`src/cvah_ram.sv`:
```
// ----------------------------------------------------------------------------
// cvah_ram: generic simple dual-port RAM
// One write port, one read port, read data registered.
// ----------------------------------------------------------------------------
`default_nettype none

module cvah_ram #(
  parameter int unsigned WIDTH = 32,
  parameter int unsigned DEPTH = 128
) (
  input  wire logic                     clk_i,
  input  wire logic                     we_i,
  input  wire logic [$clog2(DEPTH)-1:0] waddr_i,
  input  wire logic [WIDTH-1:0]         wdata_i,
  input  wire logic [$clog2(DEPTH)-1:0] raddr_i,
  output logic      [WIDTH-1:0]         rdata_o
);

  logic [WIDTH-1:0] mem_q [DEPTH];

  always_ff @(posedge clk_i) begin
    if (we_i) begin
      mem_q[waddr_i] <= wdata_i;
    end
    rdata_o <= mem_q[raddr_i];
  end

endmodule

`default_nettype wire

```
`config.mk`:
```
export PLATFORM = sky130hd
export DESIGN_NAME = cvah_ram
export DESIGN_NICKNAME = d
export VERILOG_FILES = /design/src/cvah_ram.sv
export SDC_FILE = /design/constraint.sdc
export NUM_CORES = 2
export LEC_CHECK = 0
export ABC_CLOCK_PERIOD_IN_PS = 5340
export BUFFER_PORTS_ARGS = -buffer_cell sky130_fd_sc_hd__buf_2
export CAP_MARGIN = 20
export CORE_ASPECT_RATIO = 0.5
export CORE_MARGIN = 8
export CORE_UTILIZATION = 55
export CTS_CLUSTER_SIZE = 20
export DETAILED_ROUTE_END_ITERATION = 10
export GPL_ROUTABILITY_DRIVEN = 1
export GPL_TIMING_DRIVEN = 0
export PLACE_DENSITY = 0.71
export RECOVER_POWER = 25
export SLEW_MARGIN = 20
export SYNTH_ARGS = -nofsm -noshare
export SYNTH_HDL_FRONTEND = slang
export SYNTH_SLANG_ARGS = --single-unit
```
`constraint.sdc`:
```
create_clock -name clk_i -period 5.34 [get_ports clk_i]
set_input_delay 1.335 -clock clk_i [delete_from_list [all_inputs] [get_ports clk_i]]
set_output_delay 1.335 -clock clk_i [all_outputs]
set_load 0.01 [all_outputs]
```
* Yosys cells after proc, flatten, opt, wreduce, memory -nomap -nowiden
Memory sizes are Yosys's and may differ from the RTL's. A register that Yosys moved wholly into a read port is not among the register bits.
Cells that the tools add are included.
** Cells by class
- Muxes and demuxes :: 2
** Operator list (count)
- $mux W1 :: 2
** Word-level totals
- Flip-flop bits (word level) :: 0
- RAM bits :: 4096
- Input bits :: 48
- Output and inout port bits :: 32
- Logic and storage cells :: 3
- Memories kept :: 1
** Memories
- mem_q :: words 128, bits a word 32, read ports 1, clocked after Yosys merged registers in 1, write ports 1, RTL line 19 : logic [WIDTH-1:0] mem_q [DEPTH];

* Longest topological paths before layout
- Depth after elaboration :: 2
- Gate-level depth with buffers :: 8
- Gate-level depth less buffers :: 4

* Worst setup path after synthesis
OpenSTA, ideal clock, no wires.
- Path type :: input to register
- Start :: in we_i
- End :: mem mem_q[98][0], enable pin
- Library setup time :: 461 ps
- Arrival time :: 4113 ps
- Required time :: 4879 ps
- Path slack :: 766 ps
- Stages :: 3
- Buffers on the path :: 1
- Path through :: clkbuf_1 > nand4_1 > nor3_1
** On the way
- Cells in the longest elaborated chain, start to end :: 2
** Ends and longest elaborated chain
- start: declaration :: RTL line 12 : input wire logic we_i,
- $mux W1 :: RTL line 22 : if (we_i) begin
- $mux W1 (implied by the code) :: RTL line 23 : mem_q[waddr_i] <= wdata_i;
- end: declaration :: RTL line 19
No other way between the ends.

* Worst setup path in the final report
- Start :: in wdata_i[17]
- End :: mem mem_q[0][17] (data pin)
** RTL lines
- start: declaration :: RTL line 14 : input wire logic [WIDTH-1:0] wdata_i,
Straight into the memory's write port.

==> results.md <==
- Outcome: finished, violations left
- Failing checks: capacitance limit, slew limit
- Routed WL per cell: 39.5 um
- Clk Latency, worst-skew pair: between 0.8 and 0.9 ns
- F_max: 205 MHz
- CTS H-tree depth: 5
- RR Endpoint: rdata_o[13]$_DFF_P_
- Initial antenna violation count: 73
- ANT nets after route: 0
- Tcrit/Tclk final: 0.912
- Total GRT Usage: 0.277
- Initial DRC Count: 12.3k
- FF-to-FF path depth: 4
- Post-CTS Setup Bufs: 0
- HPWL after detailed placement: 280000 um
- Synth Area per Inst: 26.1 um^2
- Cell Pwr Density: 366 nW/um^2
- Top cell type's share of synthesized area: 0.787
- Final total power: around 65 mW
- Critical R2R Launch: mem_q[54][13]$_DFFE_PP_
- Leakage: 54.2 nW
- Port Buffers: 68
- Crit-path max FO: between 80 and 90
- Total wire length: ~420000 um
- Fin crit period: 4.87 ns
- Final setup vio count: 0
- RD Place Congestion: 0.946
- Ys flop type: edfxtp_1
- Worst-path clk slew: 0.07 ns
- R2r setup slk: 2.62 ns
- Hold Crit Class: flip-flop to flip-flop
- Pre-antenna DRT Iters: 5
- Num rows: 138
- Post-cts resize count: 0
- # nets final: 6668
- Cell Area, Synth: 156000 um^2
- Die X: 770 um
- Ranking of synthesized cells by area: edfxtp_1 79%, mux4_2 19%, clkbuf_1 0.44%
- Worst path bufs/invs: 2
- Worst Path Required: 5.71 ns
- Worst-path cell chain: clkbuf_1 > clkbuf_2
- Hold buffers post-CTS: 0
- Largest net degree at the start of global routing: 99
- Leading area contributor after synthesis: edfxtp_1
- GR Overflow Total: 0
- Worst slew margin: -1.49
- Final Hold Viols: 0
- Clk buf depth: 4
- Yosys warning count: 0
- Setup TNS: 0 ns
- Fillers: 17.6k
- Critical path class: input port to flip-flop
- Die area: 302000 um^2
- Hold path depth: 4
- I/O Pins: 80
- Top cells by count, synth: 4096 x edfxtp_1, 1344 x mux4_2, 182 x clkbuf_1, 122 x nor2_1, 79 x buf_2
- Layout cell share with drive strength beyond 1: 0.343
- PnR worst setup slack: 0.471 ns
- Area delta synth->final: 13.7%
- First-pass GRT wire length: 578000 um
- CP arrival: 5.24 ns
- Worst Hold End: rdata_o[11]$_DFF_P_
- Setup WS pre-CTS: -0.238 ns
- Worst path max stage delay: 1.96 ns
- Slowest CP cell: clkbuf_1
- Clock Skew: 0.0294 ns
- CP delay by family, top: buffers and inverters
- Vias in the first global route: 73.2k
- Hold_ws: 1.14 ns
- Library cells used by synthesis: 17
- RSZ-0062 raised after global routing: no
- Slew @ Worst Pin: 3.74 ns
- CTS root buf: clkbuf_16
- Final Max Tran Viols: 3048
- #FFs+latches synth: 4128
- Ys async rst share: 0
- Startpoint Class: input port
- Maximum VDD drop: between 0.2 and 0.3 mV
- Cell with the most instances after synthesis: edfxtp_1
- DRC errors left: 0
- Via count: 73.3k
- CP endpoint kind: flip-flop
- Synth Instances: between 5k and 6k
- CTS Sinks: 4128
- Max Cap Viol: 46
- TritonCTS clock tree: built
- TritonCTS Buffers: 353
- Die Ht: just under 400 um
- Sequential area share after synthesis: 0.791
- Synthesized net count: slightly above 6k
- Hold_sp: mem_q[95][11]$_DFFE_PP_
- Vias per Instance: approximately 6.8
- Core ar.: 283000 um^2
- Initial Util: 0.553
- EDFF count, synth: 4096
## metrics by stage
| stage | util | cell area (um^2) | std cells |
|---|---|---|---|
| finish | 0.628 | 178000 | 10700 |
| detailed placement | 0.591 | 167000 | 10000 |
| global placement | 0.570 | 161000 | 9838 |
| CTS | 0.630 | 178000 | 10700 |
| global route | 0.628 | 178000 | 10700 |
| floorplan | - | 156000 | 5990 |
## routing by layer
| layer | vias to the layer above | share of wire | wire (um) | GRT usage |
|---|---|---|---|---|
| met3 | 812 | 0.17 | 71000 | 0.121 |
| met4 | 32 | 0.036 | 15400 | 0.0902 |
| met2 | 5601 | 0.45 | 189000 | 0.409 |
| li1 | 27700 | - | - | - |
| met5 | - | 0.00098 | 414 | 0.00517 |
| met1 | 39200 | 0.35 | 147000 | 0.375 |
## power breakdown
part / switching (mW) / total (mW) / internal (mW)
clock network: 11.4 / 25.4 / 14.0
registers: 0.0451 / 35.9 / 35.8
logic: 2.47 / 3.80 / 1.34
total: 13.9 / 65.0 / 51.1
## layout make-up
cell class                 count  area (um^2)  share of cell area
multi-input combinational   1546        32300               0.182
antenna                       49          123            0.000690
clock inverter               178         1610             0.00906
timing repair buffer         275         4520              0.0254
buffer                       316         1370             0.00768
tap                         3780         4730              0.0266
sequential                  4128       124000               0.696
clock buffer                 437         9460              0.0532
## state kept, by name, indices dropped and copies added, names as in the netlist
signal   count
mem_q     4096
rdata_o     32
## placed cells by master, fill, tap and decap left out
cell type,count
buf_1,39
buf_4,36
clkbuf_1,250
nor2_2,1
clkbuf_2,56
bufinv_16,29
buf_12,37
nor2_4,119
nor3_2,9
buf_16,111
dfxtp_1,32
nand2b_1,2
nor2b_2,2
nand2_1,14
buf_6,9
clkinv_8,2
nor2b_1,5
inv_6,7
clkinv_4,1
mux2_2,32
buf_2,121
edfxtp_1,4096
clkinv_1,63
diode_2,49
clkbuf_8,3
or3_1,1
clkinv_2,68
nand3_1,12
nand4_1,3
clkinvlp_4,8
nor2_1,2
mux4_2,1344
clkbuf_16,366
## worst max-delay path by stage
stage | startpoint | to | slack, ns | depth (start not counted)
global route | wdata_i[13] | mem_q[4][13]$_DFFE_PP_ | 0.39 | 2
CTS | raddr_i[0] | rdata_o[9]$_DFF_P_ | 0.70 | 7
detailed placement | raddr_i[2] | rdata_o[12]$_DFF_P_ | -0.24 | 9
global placement | waddr_i[4] | mem_q[86][15]$_DFFE_PP_ | -2.78 | 4
finish | wdata_i[17] | mem_q[0][17]$_DFFE_PP_ | 0.47 | 2
floorplan | we_i | mem_q[98][0]$_DFFE_PP_ | 0.77 | 3
## cell families (layout without fill, tap and decap cells)
group | after synthesis | in the layout | share of synthesized area
buffers and inverters | 316 | 1206 | 0.00839
AND/OR/NAND/NOR | 170 | 170 | 0.00446
flip-flops | 4128 | 4128 | 0.791
multiplexers | 1376 | 1376 | 0.196
other | 0 | 49 | 0
(Power assumes the default switching activity.)
