<file path="src/cvah_pkg.sv">
// ----------------------------------------------------------------------------
// cvah_pkg: shared types and constants for column_value_at_height
// Field widths, register indexes, placement codes and divider status.
// ----------------------------------------------------------------------------
`default_nettype none

package cvah_pkg;

  localparam int unsigned MAX_LEVELS_DEF = 128;

  localparam int unsigned HGT_W     = 32;  // level/target height, Q20.12
  localparam int unsigned VAL_W     = 32;  // field value, Q16.16
  localparam int unsigned LIU_W     = 8;   // levels_in_use register
  localparam int unsigned CFG_W     = 32;  // widest register
  localparam int unsigned CFG_IDX_W = 1;
  localparam int unsigned PLACE_W   = 2;

  // serial divider operand widths: |numerator| < 2^64, |height step| < 2^32
  localparam int unsigned DIV_NUM_W = 64;
  localparam int unsigned DIV_DEN_W = 32;

  typedef enum logic [CFG_IDX_W-1:0] {
    REG_TARGET_HEIGHT = 1'b0,
    REG_LEVELS_IN_USE = 1'b1
  } cfg_reg_e;

  typedef enum logic [PLACE_W-1:0] {
    PLACE_INTERP = 2'd0,
    PLACE_FIRST  = 2'd1,
    PLACE_LAST   = 2'd2
  } place_e;

  typedef struct packed {
    logic busy;
    logic done;
  } div_stat_t;

endpackage

`default_nettype wire

</file>
<file path="src/cvah_div.sv">
// ----------------------------------------------------------------------------
// cvah_div: serial unsigned divider
// Restoring division, one quotient bit per cycle.
// ----------------------------------------------------------------------------
`default_nettype none

module cvah_div #(
  parameter int unsigned DW = cvah_pkg::DIV_NUM_W,
  parameter int unsigned VW = cvah_pkg::DIV_DEN_W
) (
  input  wire logic                clk_i,
  input  wire logic                rst_ni,
  input  wire logic                start_i,
  input  wire logic [DW-1:0]       dividend_i,
  input  wire logic [VW-1:0]       divisor_i,   // nonzero
  output logic      [DW-1:0]       quotient_o,
  output cvah_pkg::div_stat_t      stat_o
);

  localparam int unsigned CNTW = $clog2(DW + 1);

  logic [VW-1:0]   rem_q, rem_d;
  logic [DW-1:0]   quo_q, quo_d;
  logic [VW-1:0]   dvs_q, dvs_d;
  logic [CNTW-1:0] cnt_q, cnt_d;
  logic            busy_q, busy_d;
  logic            done_q, done_d;
  logic [VW:0]     rem_sh;
  logic [VW:0]     diff;

  always_comb begin
    rem_sh = {rem_q, quo_q[DW-1]};
    diff   = rem_sh - {1'b0, dvs_q};
    rem_d  = rem_q;
    quo_d  = quo_q;
    dvs_d  = dvs_q;
    cnt_d  = cnt_q;
    busy_d = busy_q;
    done_d = 1'b0;
    if (start_i) begin
      rem_d  = '0;
      quo_d  = dividend_i;
      dvs_d  = divisor_i;
      cnt_d  = CNTW'(DW);
      busy_d = 1'b1;
    end else if (busy_q) begin
      // shift in the next dividend bit, subtract when it fits
      if (rem_sh >= {1'b0, dvs_q}) begin
        rem_d = diff[VW-1:0];
        quo_d = {quo_q[DW-2:0], 1'b1};
      end else begin
        rem_d = rem_sh[VW-1:0];
        quo_d = {quo_q[DW-2:0], 1'b0};
      end
      cnt_d = cnt_q - CNTW'(1);
      if (cnt_q == CNTW'(1)) begin
        busy_d = 1'b0;
        done_d = 1'b1;
      end
    end
  end

  always_ff @(posedge clk_i or negedge rst_ni) begin
    if (!rst_ni) begin
      rem_q  <= '0;
      quo_q  <= '0;
      dvs_q  <= '0;
      cnt_q  <= '0;
      busy_q <= 1'b0;
      done_q <= 1'b0;
    end else begin
      rem_q  <= rem_d;
      quo_q  <= quo_d;
      dvs_q  <= dvs_d;
      cnt_q  <= cnt_d;
      busy_q <= busy_d;
      done_q <= done_d;
    end
  end

  assign quotient_o  = quo_q;
  assign stat_o.busy = busy_q;
  assign stat_o.done = done_q;

endmodule

`default_nettype wire

</file>
<file path="config.mk">
export PLATFORM = sky130hd
export DESIGN_NAME = cvah_div
export DESIGN_NICKNAME = d
export VERILOG_FILES = /design/src/cvah_pkg.sv /design/src/cvah_div.sv
export SDC_FILE = /design/constraint.sdc
export NUM_CORES = 1
export LEC_CHECK = 0
export ABC_AREA = 1
export BUFFER_PORTS_ARGS = -buffer_cell sky130_fd_sc_hd__buf_2
export CORE_MARGIN = 3
export CORE_UTILIZATION = 51
export DETAILED_ROUTE_END_ITERATION = 10
export PLACE_DENSITY = 0.78
export SLEW_MARGIN = 5
export SYNTH_ARGS = -nofsm -noshare
export SYNTH_HDL_FRONTEND = slang
export SYNTH_SLANG_ARGS = --single-unit
</file>
<file path="constraint.sdc">
create_clock -name clk_i -period 1.9 [get_ports clk_i]
set_clock_uncertainty 0.05 [all_clocks]
set_input_delay 0.285 -clock clk_i [delete_from_list [all_inputs] [get_ports clk_i]]
set_output_delay 0.285 -clock clk_i [all_outputs]
set_load 0.02 [all_outputs]
</file>
==> After elaboration in Yosys (flattened, before gate mapping) <==
Index checks and enable logic that the tools add are counted.
{ "classes": {"addsub": 2, "n_lt_le_gt_ge": 1, "n_eq_ne": 1, "mux": 14, "reduce_logical": 1} }
{ "op_table": {"columns": ["op", "count"], "rows": [
  ["$mux W64", 2],
  ["$mux W32", 3],
  ["$ge A33 B32 Y1", 1],
  ["$sub A32 B32 Y32", 1],
  ["$mux W7", 2],
  ["$eq A7 B1 Y1 const B", 1],
  ["$mux W1", 7],
  ["$sub A7 B1 Y7 const B", 1],
  ["$reduce_bool A2 Y1", 1]
]} }
{ "word_totals": {"reg_bits": 137, "input_bits": 99, "out_inout_bits": 66, "word_cells": 25} }

==> Depth between registers and ports, before layout <==
{ "depth": {"word_depth": 4, "ltp_mapped": 17} }

==> Least setup slack after synthesis <==
No wires, ideal clock.
{ "synth_timing": {"kind": "register to register", "start": "register quo_q[63], in the netlist quotient_o[63]", "end": "register rem_q[18]", "setup_ps": 117, "arrival_time_ps": 1922, "path_slack_ps": -189, "path_stages_with_launch": 16, "n_path_buf": 0, "synth_period_minus_slack_ps": 2089, "path_cell_list": "dfrtp_1 inv_1 ha_1 fa_1 inv_1 nand4_1 nand2_1 nand2_1 nand2_1 nand2_1 nand2_1 nand2_1 nand2_1 nand2_1 nand3_1 nand2_1"} }
{ "synth_via": {"elab_chain_len": 4, "elab_cells_between_ends": 5, "cone_classes": "add/sub: 1; order compare: 1; mux: 3"} }
{ "synth_rtl": {"columns": ["item", "line_no", "rtl"], "rows": [
  ["start, declared", "cvah_div.sv:23", "logic [DW-1:0] quo_q, quo_d;"],
  ["start signal, assigned", "cvah_div.sv:73", "quo_q <= quo_d;"],
  ["$sub A32 B32 Y32 or $ge A33 B32 Y1 (tied branches)", "cvah_div.sv:33, cvah_div.sv:48", null],
  ["$mux W32 *", "cvah_div.sv:48", "if (rem_sh >= {1'b0, dvs_q}) begin"],
  ["$mux W32 *", "cvah_div.sv:46", "end else if (busy_q) begin"],
  ["$mux W32 *", "cvah_div.sv:40", "if (start_i) begin"],
  ["end signal, assigned", "cvah_div.sv:72", "rem_q <= rem_d;"],
  ["end, declared", "cvah_div.sv:22", "logic [VW-1:0] rem_q, rem_d;"]
]} }
Mark *: on every way between the ends. The rest lies on a longest branch, timed or not. The select of a mux whose other input is x is not followed.
A chain may end at the register's enable or synchronous reset.

==> Worst setup path in the final report <==
{ "layout_timing": {"start": "register rem_q[22]", "end": "register rem_q[9]"} }
{ "layout_via": {"elab_chain_len": 4} }
{ "layout_rtl": {"columns": ["item", "line_no"], "rows": [
  ["$ge A33 B32 Y1", "cvah_div.sv:48"],
  ["$mux W32", "cvah_div.sv:48"],
  ["$mux W32", "cvah_div.sv:46"],
  ["$mux W32", "cvah_div.sv:40"]
]} }
Every way passes these cells. The select of a mux whose other input is x is not followed.

==> flow_summary.yaml <==
status:
  outcome: "finished with violations"
  violations: "negative setup slack"
timing:
  hold_violations: 0
  period_share_pct: 116
  maxSlewHeadroom_pct: 62.3
  fin_crit_ns: 2.20
  fin_ws_ns: -0.299
  setup_violations: 33
  rsz0062_at_grt: "yes"
  fmax_mhz: 455
  slew_viol_final: 0
  worstMarginPinSlew_ns: 0.560
worst_setup_path:
  cp-end-kind: "flip-flop"
  critPathLaunchType: "flip-flop"
  reg2regPathDepth: 14
  crit_arrival_ns: 2.46
  path_max_fanout: 6
  worstPathRequired_ns: 2.16
  r2r-start: "rem_q[22]"
  reg2reg_to: "rem_q[9]"
  regToRegSetupSlack_ns: -0.30
  worst-setup-path-type: "flip-flop to flip-flop"
clocking:
  clock_sinks: 137
  cts_tree: "done"
  root_buffer: "clkbuf_16"
  clk_latency_ns: 0.43
  clock_path_buffers: 2
  cts_buffers: 17
  clk_pin_slew_worst_paths_ns: 0.07
  cts-htree-levels: 4
synth:
  yosys-top-cells-area: "dfrtp_1 (40%), nand2_1 (19%), inv_1 (8.4%)"
  syn_avg_cell_area_um2: 7.16
  synthCells: 1185
  yosysTopAreaCell: "dfrtp_1"
  async_flop_share_pct: 100
  synth-seq-area-share_pct: 40.4
  synth_fp_nets: 1319
  synthDistinctLibCells: 40
  ys.flop_type: "dfrtp_1"
  synth_top_area_share_pct: 40.4
  synth-edff-count: 0
  ys_seq_elements: 137
  syn_area_um2: 8490
  yosysWarningCount: 0
power_and_ir_drop:
  intPower_mw: 10.1
  pwr-share-comb_pct: 59.0
  p_clk_share_pct: 18.7
  p_leak_nw: 6.50
  p_seq_share_pct: 22.3
  power_density_nw_per_um2: 1460
  switchingPower_mw: 7.79
  swShare_pct: 43.4
  ir_drop_mv: 1.03
floorplanning:
  die_h_um: 135
  die_w_um: 135
  start_util_pct: 52.9
  num_rows: 46
  ioPinCount: 165
  dieArea_um2: 18200
  core-area_um2: 16100
hold_path:
  hold_path_depth: 3
  min-delay-start: "dividend_i[47]"
  min_path_type: "primary input to flip-flop"
  min_to: "quotient_o[47]"
routing:
  drt_wl_total_mm: 28.5
  first_iter_violations: 639
  wl_per_cell_um: 16.6
  ant_nets: 0
  first_pass_iters: 5
  post_drt_via_cell_ratio: 5.34
  num_vias: 9149
  drc_errors: 0
placed_design:
  dp_slack_ns: -0.244
  dp_hpwl_mm: 19.7
  place_area_um2: 10900
  place_congestion: 0.960
  io_buffers: 164
global_route:
  grt_pass1_wl_mm: 43.4
  grt_max_degree: 50
  first_global_vias: 8983
  track_usage_pct: 29.8
  overflow: 0
  grt_antenna_before_repair: 0
layout:
  fillCellCount: 1146
  syn_to_final_growth_pct: 45.0
  n_antenna_cell: 0
  design_area_um2: 12300
  fin_nets: 1618
  drive_above_1_share_pct: 38.2
job:
  max_cap_viol_count: 0
cell type report:
type	instances	area (um^2)	share of cell area (%)
inverter	198	743	6.04
clock buffer	19	453	3.68
multi-input combinational	806	5040	41.0
clock inverter	13	136	1.11
tap	216	270	2.20
timing repair buffer	324	2230	18.1
sequential	137	3430	27.9
cells in the mapped netlist, drive strengths merged (5+ instances only):
cell and instances:
nand2 432, nor3 10, inv 198, nand4 10, nand3b 14, a22oi 6
nand3 82, nor2 56, a21oi 28, xnor2 9, xor2 5, o221ai 38
o21ai 53, buf 15, o211ai 14, dfrtp 137, ha 34, clkbuf 29
what timing repair did:
action / 4_1_cts / 5_1_grt
endpoints found under the setup margin: 33 / 33
endpoints found under the hold margin: 39 / 0
buffers inserted: 6 / 15
gates cloned: 0 / 5
gates resized for setup: 43 / 120
hold buffers: 2 / 0
pin swaps: 10 / 52
through the flow:
stage               hold slack, ns  util, %  std cells  setup TNS, ns  power (mW)
floorplan                  -0.0606        -       1185              0        9.21
global placement             0.200     67.7       1653          -5.57        12.3
detailed placement           0.199     67.7       1653          -6.60        12.5
CTS                        0.00146     72.7       1693          -5.04        16.3
global route                0.0194     76.6       1713         -11.62        19.0
finish                      0.0148     76.6       1713          -8.55        17.9
layout by cell type, fill, tap and decap left out, types with 30 or more instances in the layout:
cell      instances
nand3_1          59
buf_2           162
buf_4           144
nand2_2          73
o221ai_1         38
dfrtp_1         136
inv_1           169
nand2_1         346
o21ai_0          43
ha_4             30
sequential cells by signal, summed over array words and instances (netlist names):
| name | cells |
|---|---|
| quotient_o | 64 |
| rem_q | 32 |
| dvs_q | 32 |
| busy_q | 1 |
| done_q | 1 |
| cnt_q | 7 |
critical path: stages (launching register included):
cell and delay (ns):
dfrtp_1 0.42, ha_4 0.28, nand2_2 0.12, inv_2 0.08, a21oi_4 0.14, nand2_2 0.09
nand2_2 0.10, nand3_4 0.10, nor2_8 0.20, nand2_8 0.13, buf_12 0.18, nand2_4 0.05
nand2_2 0.04, nand2_1 0.05, nand2_1 0.06
cells by family (layout without fill, tap and decap cells):
logic type / count (synthesis) / count (layout) / synth area share, %
and+or+nand+nor: 611 / 611 / 30.6
buffers and inverters: 242 / 554 / 11.2
AOI/OAI and AO/OA: 146 / 146 / 11.1
DFF: 137 / 137 / 40.4
adders and majority gates: 35 / 35 / 5.25
xor gates and xnor gates: 14 / 14 / 1.44
layer usage:
metal / GRT usage [%] / wire [um] / share of wire [%]
met1: 36.2 / 11200 / 39
met3: 6.00 / 2010 / 7.1
met2: 51.6 / 14100 / 49
met5: 0 / 0 / 0
met4: 13.0 / 1250 / 4.4
worst max-delay path by stage:
stage | to | slack (ns) | cells past startpoint | from
after CTS | rem_q[9] | -0.19 | 16 | rem_q[19]
after detailed placement | rem_q[28] | -0.24 | 11 | rem_q[29]
final | rem_q[9] | -0.30 | 14 | rem_q[22]
after floorplan | rem_q[9] | 0.004 | 14 | rem_q[22]
after global routing | rem_q[17] | -0.39 | 15 | dvs_q[23]
after global placement | rem_q[21] | -0.21 | 11 | rem_q[30]
power groups by stage:
stage,combinational (mW),sequential [mW],clock (mW)
floorplan,5.01,4.20,0
global placement,8.31,3.98,0
detailed placement,8.50,4.00,0
CTS,8.93,3.98,3.39
global route,11.5,4.06,3.50
finish,10.6,4.00,3.36
Power figures use the tool's default switching activity.
